[config.mk]
export PLATFORM = sky130hd
export DESIGN_NAME = sha256_byte_stream_hasher
export DESIGN_NICKNAME = d
export VERILOG_FILES = /design/src/sv/sha_pkg.sv /design/src/sv/sha_dp.sv /design/src/sv/sha_ctrl.sv /design/src/sv/sha256_byte_stream_hasher.sv
export SDC_FILE = /design/constraint.sdc
export NUM_CORES = 2
export LEC_CHECK = 0
export BUFFER_PORTS_ARGS = -buffer_cell sky130_fd_sc_hd__buf_2
export CORE_MARGIN = 1.5
export CORE_UTILIZATION = 55
export DETAILED_ROUTE_END_ITERATION = 8
export PLACE_DENSITY = 0.7
export SYNTH_ARGS = -nofsm -noshare
export SYNTH_HDL_FRONTEND = slang
export SYNTH_SLANG_ARGS = --single-unit
[constraint.sdc]
create_clock -name clock -period 9.5 [get_ports clock]
set_input_delay 1.425 -clock clock [delete_from_list [all_inputs] [get_ports clock]]
set_output_delay 1.425 -clock clock [all_outputs]
set_load 0.01 [all_outputs]
[src/sv/sha_pkg.sv]
`timescale 1ns / 1ps

package sha_pkg;

   localparam int unsigned NUM_ROUNDS = 64;
   localparam int unsigned BLOCK_WORDS = 16;
   localparam int unsigned HASH_WORDS = 8;
   localparam logic [2:0] LAST_WORD_IDX = 3'd7;
   localparam logic [5:0] LAST_ROUND_IDX = 6'd63;
   localparam logic [5:0] LAST_BYTE_SLOT = 6'd63;
   localparam logic [5:0] LEN_SLOT_START = 6'd56;
   localparam logic [7:0] PAD_BYTE = 8'h80;
   localparam logic KIND_DATA = 1'b0;

   typedef struct packed {
      logic       kind;
      logic [7:0] data_byte;
   } req_type;

   typedef struct packed {
      logic [31:0] digest_word;
      logic [2:0]  word_index;
      logic        last_word;
      logic        oversize;
   } rsp_type;

   typedef enum logic [2:0] {
      ST_IDLE,
      ST_LEN,
      ST_LOAD,
      ST_ROUND,
      ST_FOLD,
      ST_OUT
   } state_type;

   typedef enum logic [1:0] {
      PH_DATA,
      PH_PAD1,
      PH_PAD2
   } phase_type;

   typedef struct packed {
      logic       write_byte;
      logic       pad;
      logic       len;
      logic       clear_low;
      logic       load;
      logic       round;
      logic [5:0] round_idx;
      logic       fold;
      logic       restart;
      logic [2:0] out_idx;
   } cmd_type;

   typedef struct packed {
      logic slot_last;
      logic tail_two;
   } status_type;

   function automatic logic [31:0] rotr(input logic [31:0] x, input logic [4:0] n);
      rotr = (x >> n) | (x << (6'd32 - {1'b0, n}));
   endfunction

   function automatic logic [31:0] big_sigma0(input logic [31:0] x);
      big_sigma0 = rotr(x, 5'd2) ^ rotr(x, 5'd13) ^ rotr(x, 5'd22);
   endfunction

   function automatic logic [31:0] big_sigma1(input logic [31:0] x);
      big_sigma1 = rotr(x, 5'd6) ^ rotr(x, 5'd11) ^ rotr(x, 5'd25);
   endfunction

   function automatic logic [31:0] small_sigma0(input logic [31:0] x);
      small_sigma0 = rotr(x, 5'd7) ^ rotr(x, 5'd18) ^ (x >> 3);
   endfunction

   function automatic logic [31:0] small_sigma1(input logic [31:0] x);
      small_sigma1 = rotr(x, 5'd17) ^ rotr(x, 5'd19) ^ (x >> 10);
   endfunction

   function automatic logic [31:0] init_hash(input logic [2:0] idx);
      case (idx)
         3'd0: init_hash = 32'h6a09e667;
         3'd1: init_hash = 32'hbb67ae85;
         3'd2: init_hash = 32'h3c6ef372;
         3'd3: init_hash = 32'ha54ff53a;
         3'd4: init_hash = 32'h510e527f;
         3'd5: init_hash = 32'h9b05688c;
         3'd6: init_hash = 32'h1f83d9ab;
         default: init_hash = 32'h5be0cd19;
      endcase
   endfunction

   function automatic logic [31:0] round_k(input logic [5:0] idx);
      case (idx)
         6'd0:  round_k = 32'h428a2f98;
         6'd1:  round_k = 32'h71374491;
         6'd2:  round_k = 32'hb5c0fbcf;
         6'd3:  round_k = 32'he9b5dba5;
         6'd4:  round_k = 32'h3956c25b;
         6'd5:  round_k = 32'h59f111f1;
         6'd6:  round_k = 32'h923f82a4;
         6'd7:  round_k = 32'hab1c5ed5;
         6'd8:  round_k = 32'hd807aa98;
         6'd9:  round_k = 32'h12835b01;
         6'd10: round_k = 32'h243185be;
         6'd11: round_k = 32'h550c7dc3;
         6'd12: round_k = 32'h72be5d74;
         6'd13: round_k = 32'h80deb1fe;
         6'd14: round_k = 32'h9bdc06a7;
         6'd15: round_k = 32'hc19bf174;
         6'd16: round_k = 32'he49b69c1;
         6'd17: round_k = 32'hefbe4786;
         6'd18: round_k = 32'h0fc19dc6;
         6'd19: round_k = 32'h240ca1cc;
         6'd20: round_k = 32'h2de92c6f;
         6'd21: round_k = 32'h4a7484aa;
         6'd22: round_k = 32'h5cb0a9dc;
         6'd23: round_k = 32'h76f988da;
         6'd24: round_k = 32'h983e5152;
         6'd25: round_k = 32'ha831c66d;
         6'd26: round_k = 32'hb00327c8;
         6'd27: round_k = 32'hbf597fc7;
         6'd28: round_k = 32'hc6e00bf3;
         6'd29: round_k = 32'hd5a79147;
         6'd30: round_k = 32'h06ca6351;
         6'd31: round_k = 32'h14292967;
         6'd32: round_k = 32'h27b70a85;
         6'd33: round_k = 32'h2e1b2138;
         6'd34: round_k = 32'h4d2c6dfc;
         6'd35: round_k = 32'h53380d13;
         6'd36: round_k = 32'h650a7354;
         6'd37: round_k = 32'h766a0abb;
         6'd38: round_k = 32'h81c2c92e;
         6'd39: round_k = 32'h92722c85;
         6'd40: round_k = 32'ha2bfe8a1;
         6'd41: round_k = 32'ha81a664b;
         6'd42: round_k = 32'hc24b8b70;
         6'd43: round_k = 32'hc76c51a3;
         6'd44: round_k = 32'hd192e819;
         6'd45: round_k = 32'hd6990624;
         6'd46: round_k = 32'hf40e3585;
         6'd47: round_k = 32'h106aa070;
         6'd48: round_k = 32'h19a4c116;
         6'd49: round_k = 32'h1e376c08;
         6'd50: round_k = 32'h2748774c;
         6'd51: round_k = 32'h34b0bcb5;
         6'd52: round_k = 32'h391c0cb3;
         6'd53: round_k = 32'h4ed8aa4a;
         6'd54: round_k = 32'h5b9cca4f;
         6'd55: round_k = 32'h682e6ff3;
         6'd56: round_k = 32'h748f82ee;
         6'd57: round_k = 32'h78a5636f;
         6'd58: round_k = 32'h84c87814;
         6'd59: round_k = 32'h8cc70208;
         6'd60: round_k = 32'h90befffa;
         6'd61: round_k = 32'ha4506ceb;
         6'd62: round_k = 32'hbef9a3f7;
         default: round_k = 32'hc67178f2;
      endcase
   endfunction

endpackage

[src/sv/sha_dp.sv]
`timescale 1ns / 1ps

module sha_dp (
   input  logic                clock,
   input  logic                reset,
   input  logic [7:0]          data_byte,
   input  sha_pkg::cmd_type    cmd,
   output sha_pkg::status_type status,
   output sha_pkg::rsp_type    rsp_word
);
   import sha_pkg::*;

   logic [31:0] block_ff [BLOCK_WORDS];
   logic [31:0] block_in [BLOCK_WORDS];
   logic [31:0] work_ff  [HASH_WORDS];
   logic [31:0] work_in  [HASH_WORDS];
   logic [31:0] chain_ff [HASH_WORDS];
   logic [31:0] chain_in [HASH_WORDS];
   logic [63:0] count_ff;
   logic [63:0] count_in;
   logic        ovf_ff;
   logic        ovf_in;

   logic [5:0]  slot;
   logic [3:0]  slot_word;
   logic [1:0]  slot_lane;
   logic [31:0] ins_bits;
   logic [63:0] count_inc;
   logic [63:0] bit_len;
   logic [31:0] t1;
   logic [31:0] t2;
   logic [31:0] w_new;

   assign slot      = count_ff[5:0];
   assign slot_word = slot[5:2];
   assign slot_lane = slot[1:0];
   // big-endian lane: byte 0 of a word goes to bits 31:24
   assign ins_bits  = {24'd0, (cmd.pad ? PAD_BYTE : data_byte)} << {~slot_lane, 3'b000};
   assign count_inc = count_ff + 64'd1;
   assign bit_len   = {count_ff[60:0], 3'b000};

   assign t1 = work_ff[7] + big_sigma1(work_ff[4])
             + ((work_ff[4] & work_ff[5]) ^ (~work_ff[4] & work_ff[6]))
             + round_k(cmd.round_idx) + block_ff[0];
   assign t2 = big_sigma0(work_ff[0])
             + ((work_ff[0] & work_ff[1]) ^ (work_ff[0] & work_ff[2])
                ^ (work_ff[1] & work_ff[2]));
   assign w_new = small_sigma1(block_ff[14]) + block_ff[9]
                + small_sigma0(block_ff[1]) + block_ff[0];

   always_comb begin
      block_in = block_ff;
      work_in  = work_ff;
      chain_in = chain_ff;
      count_in = count_ff;
      ovf_in   = ovf_ff;

      if (cmd.write_byte || cmd.pad) begin
         for (int i = 0; i < BLOCK_WORDS; i++) begin
            if (4'(i) == slot_word) begin
               block_in[i] = (slot_lane == 2'd0) ? ins_bits : (block_ff[i] | ins_bits);
            end else if (cmd.pad && (4'(i) > slot_word)) begin
               block_in[i] = 32'd0;
            end
         end
      end

      if (cmd.write_byte) begin
         count_in = count_inc;
         if (count_inc[63:61] != 3'd0) begin
            ovf_in = 1'b1;
         end
      end

      if (cmd.len) begin
         if (cmd.clear_low) begin
            for (int i = 0; i < BLOCK_WORDS - 2; i++) begin
               block_in[i] = 32'd0;
            end
         end
         block_in[BLOCK_WORDS-2] = bit_len[63:32];
         block_in[BLOCK_WORDS-1] = bit_len[31:0];
      end

      if (cmd.load) begin
         work_in = chain_ff;
      end

      if (cmd.round) begin
         work_in[0] = t1 + t2;
         work_in[1] = work_ff[0];
         work_in[2] = work_ff[1];
         work_in[3] = work_ff[2];
         work_in[4] = work_ff[3] + t1;
         work_in[5] = work_ff[4];
         work_in[6] = work_ff[5];
         work_in[7] = work_ff[6];
         // schedule window slides one word per round
         for (int i = 0; i < BLOCK_WORDS - 1; i++) begin
            block_in[i] = block_ff[i+1];
         end
         block_in[BLOCK_WORDS-1] = w_new;
      end

      if (cmd.fold) begin
         for (int i = 0; i < HASH_WORDS; i++) begin
            chain_in[i] = chain_ff[i] + work_ff[i];
         end
      end

      if (cmd.restart) begin
         for (int i = 0; i < HASH_WORDS; i++) begin
            chain_in[i] = init_hash(3'(i));
         end
         count_in = 64'd0;
         ovf_in   = 1'b0;
      end
   end

   always_ff @(posedge clock) begin
      block_ff <= block_in;
      work_ff  <= work_in;
   end

   always_ff @(posedge clock) begin
      if (reset) begin
         for (int i = 0; i < HASH_WORDS; i++) begin
            chain_ff[i] <= init_hash(3'(i));
         end
         count_ff <= 64'd0;
         ovf_ff   <= 1'b0;
      end else begin
         chain_ff <= chain_in;
         count_ff <= count_in;
         ovf_ff   <= ovf_in;
      end
   end

   assign status.slot_last = (slot == LAST_BYTE_SLOT);
   assign status.tail_two  = (slot >= LEN_SLOT_START);

   assign rsp_word.digest_word = chain_ff[cmd.out_idx];
   assign rsp_word.word_index  = cmd.out_idx;
   assign rsp_word.last_word   = (cmd.out_idx == LAST_WORD_IDX);
   assign rsp_word.oversize    = ovf_ff;

endmodule

[src/sv/sha_ctrl.sv]
`timescale 1ns / 1ps

module sha_ctrl (
   input  logic                clock,
   input  logic                reset,
   input  logic                req_valid,
   input  logic                req_kind,
   output logic                req_stall,
   output logic                rsp_valid,
   input  logic                rsp_stall,
   input  sha_pkg::status_type status,
   output sha_pkg::cmd_type    cmd
);
   import sha_pkg::*;

   state_type  state_ff;
   state_type  state_in;
   phase_type  phase_ff;
   phase_type  phase_in;
   logic [5:0] round_ff;
   logic [5:0] round_in;
   logic [2:0] out_ff;
   logic [2:0] out_in;

   always_ff @(posedge clock) begin
      if (reset) begin
         state_ff <= ST_IDLE;
         phase_ff <= PH_DATA;
         round_ff <= 6'd0;
         out_ff   <= 3'd0;
      end else begin
         state_ff <= state_in;
         phase_ff <= phase_in;
         round_ff <= round_in;
         out_ff   <= out_in;
      end
   end

   always_comb begin
      state_in      = state_ff;
      phase_in      = phase_ff;
      round_in      = round_ff;
      out_in        = out_ff;
      req_stall     = 1'b1;
      rsp_valid     = 1'b0;
      cmd           = '0;
      cmd.round_idx = round_ff;
      cmd.out_idx   = out_ff;

      case (state_ff)
         ST_IDLE: begin
            req_stall = 1'b0;
            if (req_valid) begin
               if (req_kind == KIND_DATA) begin
                  cmd.write_byte = 1'b1;
                  if (status.slot_last) begin
                     phase_in = PH_DATA;
                     state_in = ST_LOAD;
                  end
               end else begin
                  cmd.pad = 1'b1;
                  if (status.tail_two) begin
                     phase_in = PH_PAD1;
                     state_in = ST_LOAD;
                  end else begin
                     phase_in = PH_PAD2;
                     state_in = ST_LEN;
                  end
               end
            end
         end
         ST_LEN: begin
            cmd.len       = 1'b1;
            cmd.clear_low = (phase_ff == PH_PAD1);
            phase_in      = PH_PAD2;
            state_in      = ST_LOAD;
         end
         ST_LOAD: begin
            cmd.load = 1'b1;
            round_in = 6'd0;
            state_in = ST_ROUND;
         end
         ST_ROUND: begin
            cmd.round = 1'b1;
            round_in  = round_ff + 6'd1;
            if (round_ff == LAST_ROUND_IDX) begin
               state_in = ST_FOLD;
            end
         end
         ST_FOLD: begin
            cmd.fold = 1'b1;
            case (phase_ff)
               PH_DATA: state_in = ST_IDLE;
               PH_PAD1: state_in = ST_LEN;
               PH_PAD2: begin
                  out_in   = 3'd0;
                  state_in = ST_OUT;
               end
               default: state_in = ST_IDLE;
            endcase
         end
         ST_OUT: begin
            rsp_valid = 1'b1;
            if (!rsp_stall) begin
               out_in = out_ff + 3'd1;
               if (out_ff == LAST_WORD_IDX) begin
                  cmd.restart = 1'b1;
                  phase_in    = PH_DATA;
                  state_in    = ST_IDLE;
               end
            end
         end
         default: state_in = ST_IDLE;
      endcase
   end

`ifndef NO_ASSERTIONS
   a_accept_only_idle: assert property (@(posedge clock) disable iff (reset)
      (req_valid && !req_stall) |-> (state_ff == ST_IDLE))
      else $error("input accepted outside idle");

   a_rounds_to_fold: assert property (@(posedge clock) disable iff (reset)
      (state_ff == ST_ROUND && round_ff == LAST_ROUND_IDX) |=> (state_ff == ST_FOLD))
      else $error("last round not followed by fold");

   a_load_starts_round: assert property (@(posedge clock) disable iff (reset)
      (state_ff == ST_LOAD) |=> (state_ff == ST_ROUND && round_ff == 6'd0))
      else $error("load not followed by round zero");

   a_last_word_restarts: assert property (@(posedge clock) disable iff (reset)
      (rsp_valid && !rsp_stall && out_ff == LAST_WORD_IDX) |=> (state_ff == ST_IDLE))
      else $error("no return to idle after last digest word");
`endif

endmodule

[src/sv/sha256_byte_stream_hasher.sv]
`timescale 1ns / 1ps
// Flow: bytes are accepted only while idle; the byte that fills a 64-byte block then
//   runs load, 64 rounds and fold with the input stalled. End of message: length, load,
//   rounds, fold for one padding block, or two such passes; then 8 words, one per cycle
//   when rsp_stall is low. One block at a time uses the single shared round unit.
// Reset: synchronous, active high; chaining state to the SHA-256 initial values,
//   byte count and length error cleared, controller idle.
module sha256_byte_stream_hasher (
   input  logic             clock,
   input  logic             reset,
   input  logic             req_valid,
   output logic             req_stall,
   input  sha_pkg::req_type req_word,
   output logic             rsp_valid,
   input  logic             rsp_stall,
   output sha_pkg::rsp_type rsp_word
);
   import sha_pkg::*;

   // command and status between controller and datapath
   cmd_type    cmd;
   status_type status;

   // Controller: sequences byte writes, padding, the 64 rounds of each block,
   // the chaining fold and the eight-word digest readout.
   sha_ctrl u_ctrl (
      .clock     (clock),
      .reset     (reset),
      .req_valid (req_valid),
      .req_kind  (req_word.kind),
      .req_stall (req_stall),
      .rsp_valid (rsp_valid),
      .rsp_stall (rsp_stall),
      .status    (status),
      .cmd       (cmd)
   );

   // Datapath: block buffer doubling as the message schedule window,
   // working variables a..h, chaining hash, byte counter and overflow flag.
   sha_dp u_dp (
      .clock     (clock),
      .reset     (reset),
      .data_byte (req_word.data_byte),
      .cmd       (cmd),
      .status    (status),
      .rsp_word  (rsp_word)
   );

endmodule

; ---- Word level (Yosys, flattened, before mapping)
; Memories as Yosys holds them, arrays and structs flattened. A register that Yosys moved wholly into a read port is not among the register bits.
; Cells that the tools add are included.
[totals]
ff_bits = 1103
latch_bits = 0
mem_bits_rw = 0
rom_bits = 2048
elab_cells = 283
n_memories = 1
[mem_list]
columns = memory, depth, width, rd, rd_clocked_by_memory_dff, wr, line
row1 = (name not given), 64, 32, 1, 1, 0, sha_pkg.sv:94  ; case (idx)
[op_classes]
addsub = 21
mul = 0
div = 0
magnitude_cmp = 18
n_eq_ne = 31
shifts = 1
n_mux = 93
bitwise = 45
reduce_logical = 35
[op_table]
columns = operator, count
row1 = $mux W32, 50
row2 = $mux W512, 3
row3 = $add A32 B32 Y32, 18
row4 = $mux W256, 2
row5 = $or A32 B32 Y32, 16
row6 = $mux W448, 1
row7 = $xor A32 B32 Y32, 9
row8 = $and A32 B32 Y32, 5
row9 = $bmux W32 S3, 1
row10 = $add A64 B1 Y64 const B, 1
row11 = $eq A4 B4 Y1 const A, 8
row12 = $gt A4 B4 Y1 const A, 8
row13 = $not A32 Y32, 1
row14 = $or A10 B32 Y32, 1
row15 = $or A13 B32 Y32, 1
row16 = $or A14 B32 Y32, 1
row17 = $or A15 B32 Y32, 1
row18 = $or A19 B32 Y32, 1
row19 = $or A21 B32 Y32, 1
row20 = $or A25 B32 Y32, 1
row21 = $or A26 B32 Y32, 1
row22 = $or A30 B32 Y32, 1
row23 = $or A7 B32 Y32, 1
row24 = $shl A8 B5 Y32, 1
row25 = other kinds (44), 110

; ---- Depth between registers and ports, before layout
[depth]
ltp_word = 12
mapped_depth = 32
ltp_nobuf = 31

; ---- By module
; A second synthesis with hierarchy kept.
[hier_totals]
hier_cells = 8494
area_unflattened_um2 = 75227.1
[by_module_without_submodules]
columns = mod, n_inst, cells_each, area_per_inst_um2
row1 = sha_dp, 1, 8394, 74402.6
row2 = sha_ctrl, 1, 100, 824.5

; ---- Least setup slack after synthesis
; OpenSTA, ideal clock, no wires.
[synth_timing]
path_kind = register to register
start = register u_dp.work_ff[122] (netlist bit)
end = register u_dp.work_ff[255] (netlist bit) (data pin)
setup_time_ns = 0.260
arrival_time_ns = 7.001
required_time_ns = 9.240
path_slack_ns = 2.239
path_stages_with_launch = 31
path_buffers = 1
cell_sequence = edfxtp_1 > clkbuf_1 > xor2_1 > xnor2_1 > fa_1 > fa_1 > fa_1 > inv_1 > ha_1 > inv_1 > fa_1 > and2b_1 > o31a_2 > o22ai_2 > o31a_4 > o21ai_0 > a21o_1 > a21oi_1 > xnor2_1 > fa_1 > ha_1 > o21ai_0 > a21oi_1 > a221o_1 > a31o_2 > a21oi_1 > nor2_1 > nand3_1 > a31oi_1 > xnor3_1 > mux2_4
[synth_rtl]
columns = item, line
row1 = from (decl), sha_dp.sv:15  ; logic [31:0] work_ff [HASH_WORDS];
row2 = from (signal assigned), sha_dp.sv:122  ; work_ff <= work_in;

==> out/metrics.json <==
{
  "slowest_delay": {"value": 0.54, "unit": "ns"},
  "tns": {"value": 0, "unit": "ns"},
  "io_buffer_count": {"value": 51},
  "crit_arrival": {"value": 8.75, "unit": "ns"},
  "die_w": {"value": 373, "unit": "um"},
  "synth.most_common_cell": {"value": "nand2_1"},
  "post_synth_num_cell_types": {"value": 110},
  "met3_length": {"value": 34.6, "unit": "mm"},
  "cpMostUsedCell": {"value": "fa_1"},
  "reg2reg_setup_slack": {"value": 1.30, "unit": "ns"},
  "hold_path_class": {"value": "reg2reg"},
  "synth_commonest_cells": {"value": "1,680 x nand2_1, 841 x o21ai_0, 815 x dfxtp_1"},
  "netlist.area_leader.share": {"value": 0.217},
  "firstDrtPassIters": {"value": 6},
  "drc": {"value": 0},
  "criticalPathCategory": {"value": "reg2reg"},
  "maximum_buffer_depth_of_the_clock_tree": {"value": 3},
  "timing.final.crit_period": {"value": 8.20, "unit": "ns"},
  "grt_overflow": {"value": 0},
  "grt_pass1_wl": {"value": 414, "unit": "mm"},
  "post_drt_via_cell_ratio": {"value": 6.59},
  "cts_tree": {"value": "done"},
  "number_of_enable_flip_flop_cells_after_synthesis": {"value": 320},
  "hold_viol": {"value": 0},
  "required": {"value": 10.05, "unit": "ns"},
  "highest-signal-layer": {"value": "met5"},
  "drt-wirelength-per-cell": {"value": 26.7, "unit": "um"},
  "timing.slew.headroom": {"value": 0.0879},
  "netlist_area": {"value": 0.0753, "unit": "mm^2"},
  "timing.final.crit_share": {"value": 0.863},
  "clock-skew-final": {"value": 0.0574, "unit": "ns"},
  "final_setup_viols": {"value": 0},
  "place.detailed.hpwl": {"value": 202, "unit": "mm"},
  "num_rows": {"value": 135},
  "post_cts.resized_instances": {"value": 0},
  "cts_buffers": {"value": 130},
  "r2r_start": {"value": "u_dp.work_ff[122]$_DFFE_PN_"},
  "post_synth_inst_count": {"value": 8969},
  "routed_wl": {"value": 280, "unit": "mm"},
  "cts.sinks": {"value": 1135},
  "setup_repair_after_global_routing_missed_its_margin": {"value": "false"},
  "ys_dominant_reg_cell": {"value": "dfxtp_1"},
  "cts.hold.buffers_added": {"value": 0},
  "synth_seq_cells": {"value": 1135},
  "yosysWarnings": {"value": 0},
  "postSynthNetCount": {"value": 9572},
  "hold-path-endpoint": {"value": "u_dp.block_ff[192]$_DFF_P_"},
  "syn-mean-instance-area": {"value": 8.40, "unit": "um^2"},
  "worst_hold_path.num_cells": {"value": 2},
  "met1_length": {"value": 121, "unit": "mm"},
  "vias": {"value": 69111},
  "top_level_ports": {"value": 52},
  "wl_met2": {"value": 112, "unit": "mm"},
  "critPathLaunchType": {"value": "flip-flop"},
  "root_buffer": {"value": "clkbuf_16"},
  "die_height": {"value": 373, "unit": "um"},
  "worstMarginPinSlew": {"value": 1.37, "unit": "ns"},
  "grt_pass1_vias": {"value": 63154},
  "grt_antenna_before_repair": {"value": 18},
  "clk_pin_slew_worst_paths": {"value": 0.06, "unit": "ns"},
  "dieArea": {"value": 0.139, "unit": "mm^2"},
  "drt.antenna.violating_nets": {"value": 0},
  "critical_path.slowest_cell": {"value": "edfxtp_1"},
  "detailedRoute.firstIterationViolations": {"value": 10217},
  "post-place-cells": {"value": 10253},
  "slew_viol_final": {"value": 0},
  "globalRouteTotalUtil": {"value": 0.390},
  "fp.coreArea": {"value": 0.136, "unit": "mm^2"},
  "final_layout_size_suffix_gt1_frac": {"value": 0.0660},
  "cts_setup_buffers": {"value": 0},
  "worstPathMaxFanout": {"value": 7},
  "run_status": {"value": "finished clean"},
  "finish.cell_count_without_fillers": {"value": 10492},
  "max-cap-violations": {"value": 0},
  "reg2reg_depth": {"value": 29},
  "synth.top_cells.by_area": {"value": "dfxtp_1 22%, edfxtp_1 13%, nand2_1 8.4%"},
  "regToRegEndpoint": {"value": "u_dp.work_ff[255]$_DFFE_PN_"},
  "net_count_final": {"value": 9207},
  "grt_start_max_net_pins": {"value": 310},
  "post-synth-top-area-cell": {"value": "dfxtp_1"},
  "synth.yosys.seq_area_share": {"value": 0.344},
  "achievable-frequency": {"value": 122, "unit": "MHz"},
  "hp-start": {"value": "u_dp.block_ff[160]$_DFF_P_"},
  "finalWeightedCongestion": {"value": 1.02},
  "end_kind": {"value": "flip-flop"},
  "worstSkewPairLatency": {"value": 0.80, "unit": "ns"},
  "syn_to_final_growth": {"value": 7.37, "unit": "%"},
  "fillerInstances": {"value": 12046},
  "asyncSetResetFlopFracSynth": {"value": 0},
  "htree_num_levels": {"value": 4},
  "initial_core_util": {"value": 0.555}
}
cell families (layout without fill, tap and decap cells):
group / count (synthesis) / in the layout / synth area share
DFF: 1135 / 1135 / 0.344
buffers and inverters: 1030 / 771 / 0.0519
AOI/OAI and AO/OA: 2673 / 2673 / 0.225
muxes: 142 / 142 / 0.0301
xor gates and xnor gates: 591 / 591 / 0.0692
and+or+nand+nor: 2786 / 2786 / 0.159
adders and majority gates: 612 / 612 / 0.120
other: 0 / 1 / 0
stage by stage:
| step | utilization | instance area (um^2) | setup WS (ns) | hold slack (ns) |
|---|---|---|---|---|
| floorplan | - | 75300 | 2.24 | 0.426 |
| global placement | 0.564 | 76400 | 1.41 | 0.433 |
| detailed placement | 0.564 | 76400 | 1.35 | 0.439 |
| CTS | 0.596 | 80900 | 1.35 | 0.434 |
| global route | 0.596 | 80900 | 0.971 | 0.478 |
| finish | 0.596 | 80900 | 1.30 | 0.437 |
worst max-delay path, delay by kind of cell, from the launching register on:
kind / cells / cell delay (ns)
DFF: 1 / 0.54
muxes: 1 / 0.26
AOI/OAI and AO/OA: 12 / 2.44
xor gates and xnor gates: 4 / 1.27
buffers and inverters: 2 / 0.13
adders and majority gates: 7 / 2.86
and+or+nand+nor: 3 / 0.46
area by class of cell:
cell class | count | area [um^2] | share of cell area
Clock inverter | 60 | 802 | 0.00991
Multi-Input combinational cell | 6804 | 45700 | 0.565
Antenna cell | 1 | 2.50 | 0.0000309
Clock buffer | 178 | 3640 | 0.0450
Sequential cell | 1135 | 25900 | 0.321
Tap cell | 1781 | 2230 | 0.0275
Timing Repair Buffer | 172 | 1230 | 0.0152
Inverter | 361 | 1360 | 0.0168
placed cells by master (no fill, tap or decap), types with 116 or more instances in the layout:
cell       Yosys  final
nand2_1     1680   1678
o21ai_0      841    841
dfxtp_1      815    812
a21oi_1      531    523
a22oi_1      462    459
nor2_1       456    443
ha_1         395    395
xnor2_1      375    375
inv_1        356    354
edfxtp_1     320    320
xor2_1       213    213
fa_1         195    195
a21o_1       178    178
nand3_1      131    131
clkbuf_16      0    130
buf_4          4    116
layer usage:
layer  track usage  up-vias
met3        0.0894      559
met4         0.150       16
met1         0.588    33435
met2         0.533     4124
li1              -    30977
met5             0        -
state kept, by name, summed over array words and instances, names as in the netlist, named ones only:
| register | count |
|---|---|
| u_ctrl.out_ff | 3 |
| u_dp.work_ff | 256 |
| u_ctrl.round_ff | 6 |
| u_dp.chain_ff | 256 |
| u_dp.ovf_ff | 1 |
| u_ctrl.phase_ff | 2 |
| u_dp.count_ff | 64 |
| u_ctrl.state_ff | 3 |
| u_dp.block_ff | 512 |
worst max-delay path by stage:
stage                                startpoint                          end  slack [ns]  cells after the start
finish              u_dp.work_ff[122]$_DFFE_PN_  u_dp.work_ff[255]$_DFFE_PN_        1.30                     29
global route        u_dp.work_ff[122]$_DFFE_PN_  u_dp.work_ff[255]$_DFFE_PN_        0.97                     29
CTS                 u_dp.work_ff[122]$_DFFE_PN_  u_dp.work_ff[255]$_DFFE_PN_        1.35                     29
detailed placement  u_dp.work_ff[122]$_DFFE_PN_  u_dp.work_ff[255]$_DFFE_PN_        1.35                     29
global placement    u_dp.work_ff[122]$_DFFE_PN_  u_dp.work_ff[255]$_DFFE_PN_        1.41                     29
floorplan           u_dp.work_ff[122]$_DFFE_PN_  u_dp.work_ff[255]$_DFFE_PN_        2.24                     30
Power is not shown: default switching activity piles up to over one toggle a cycle in this logic, so the estimate is an artifact.
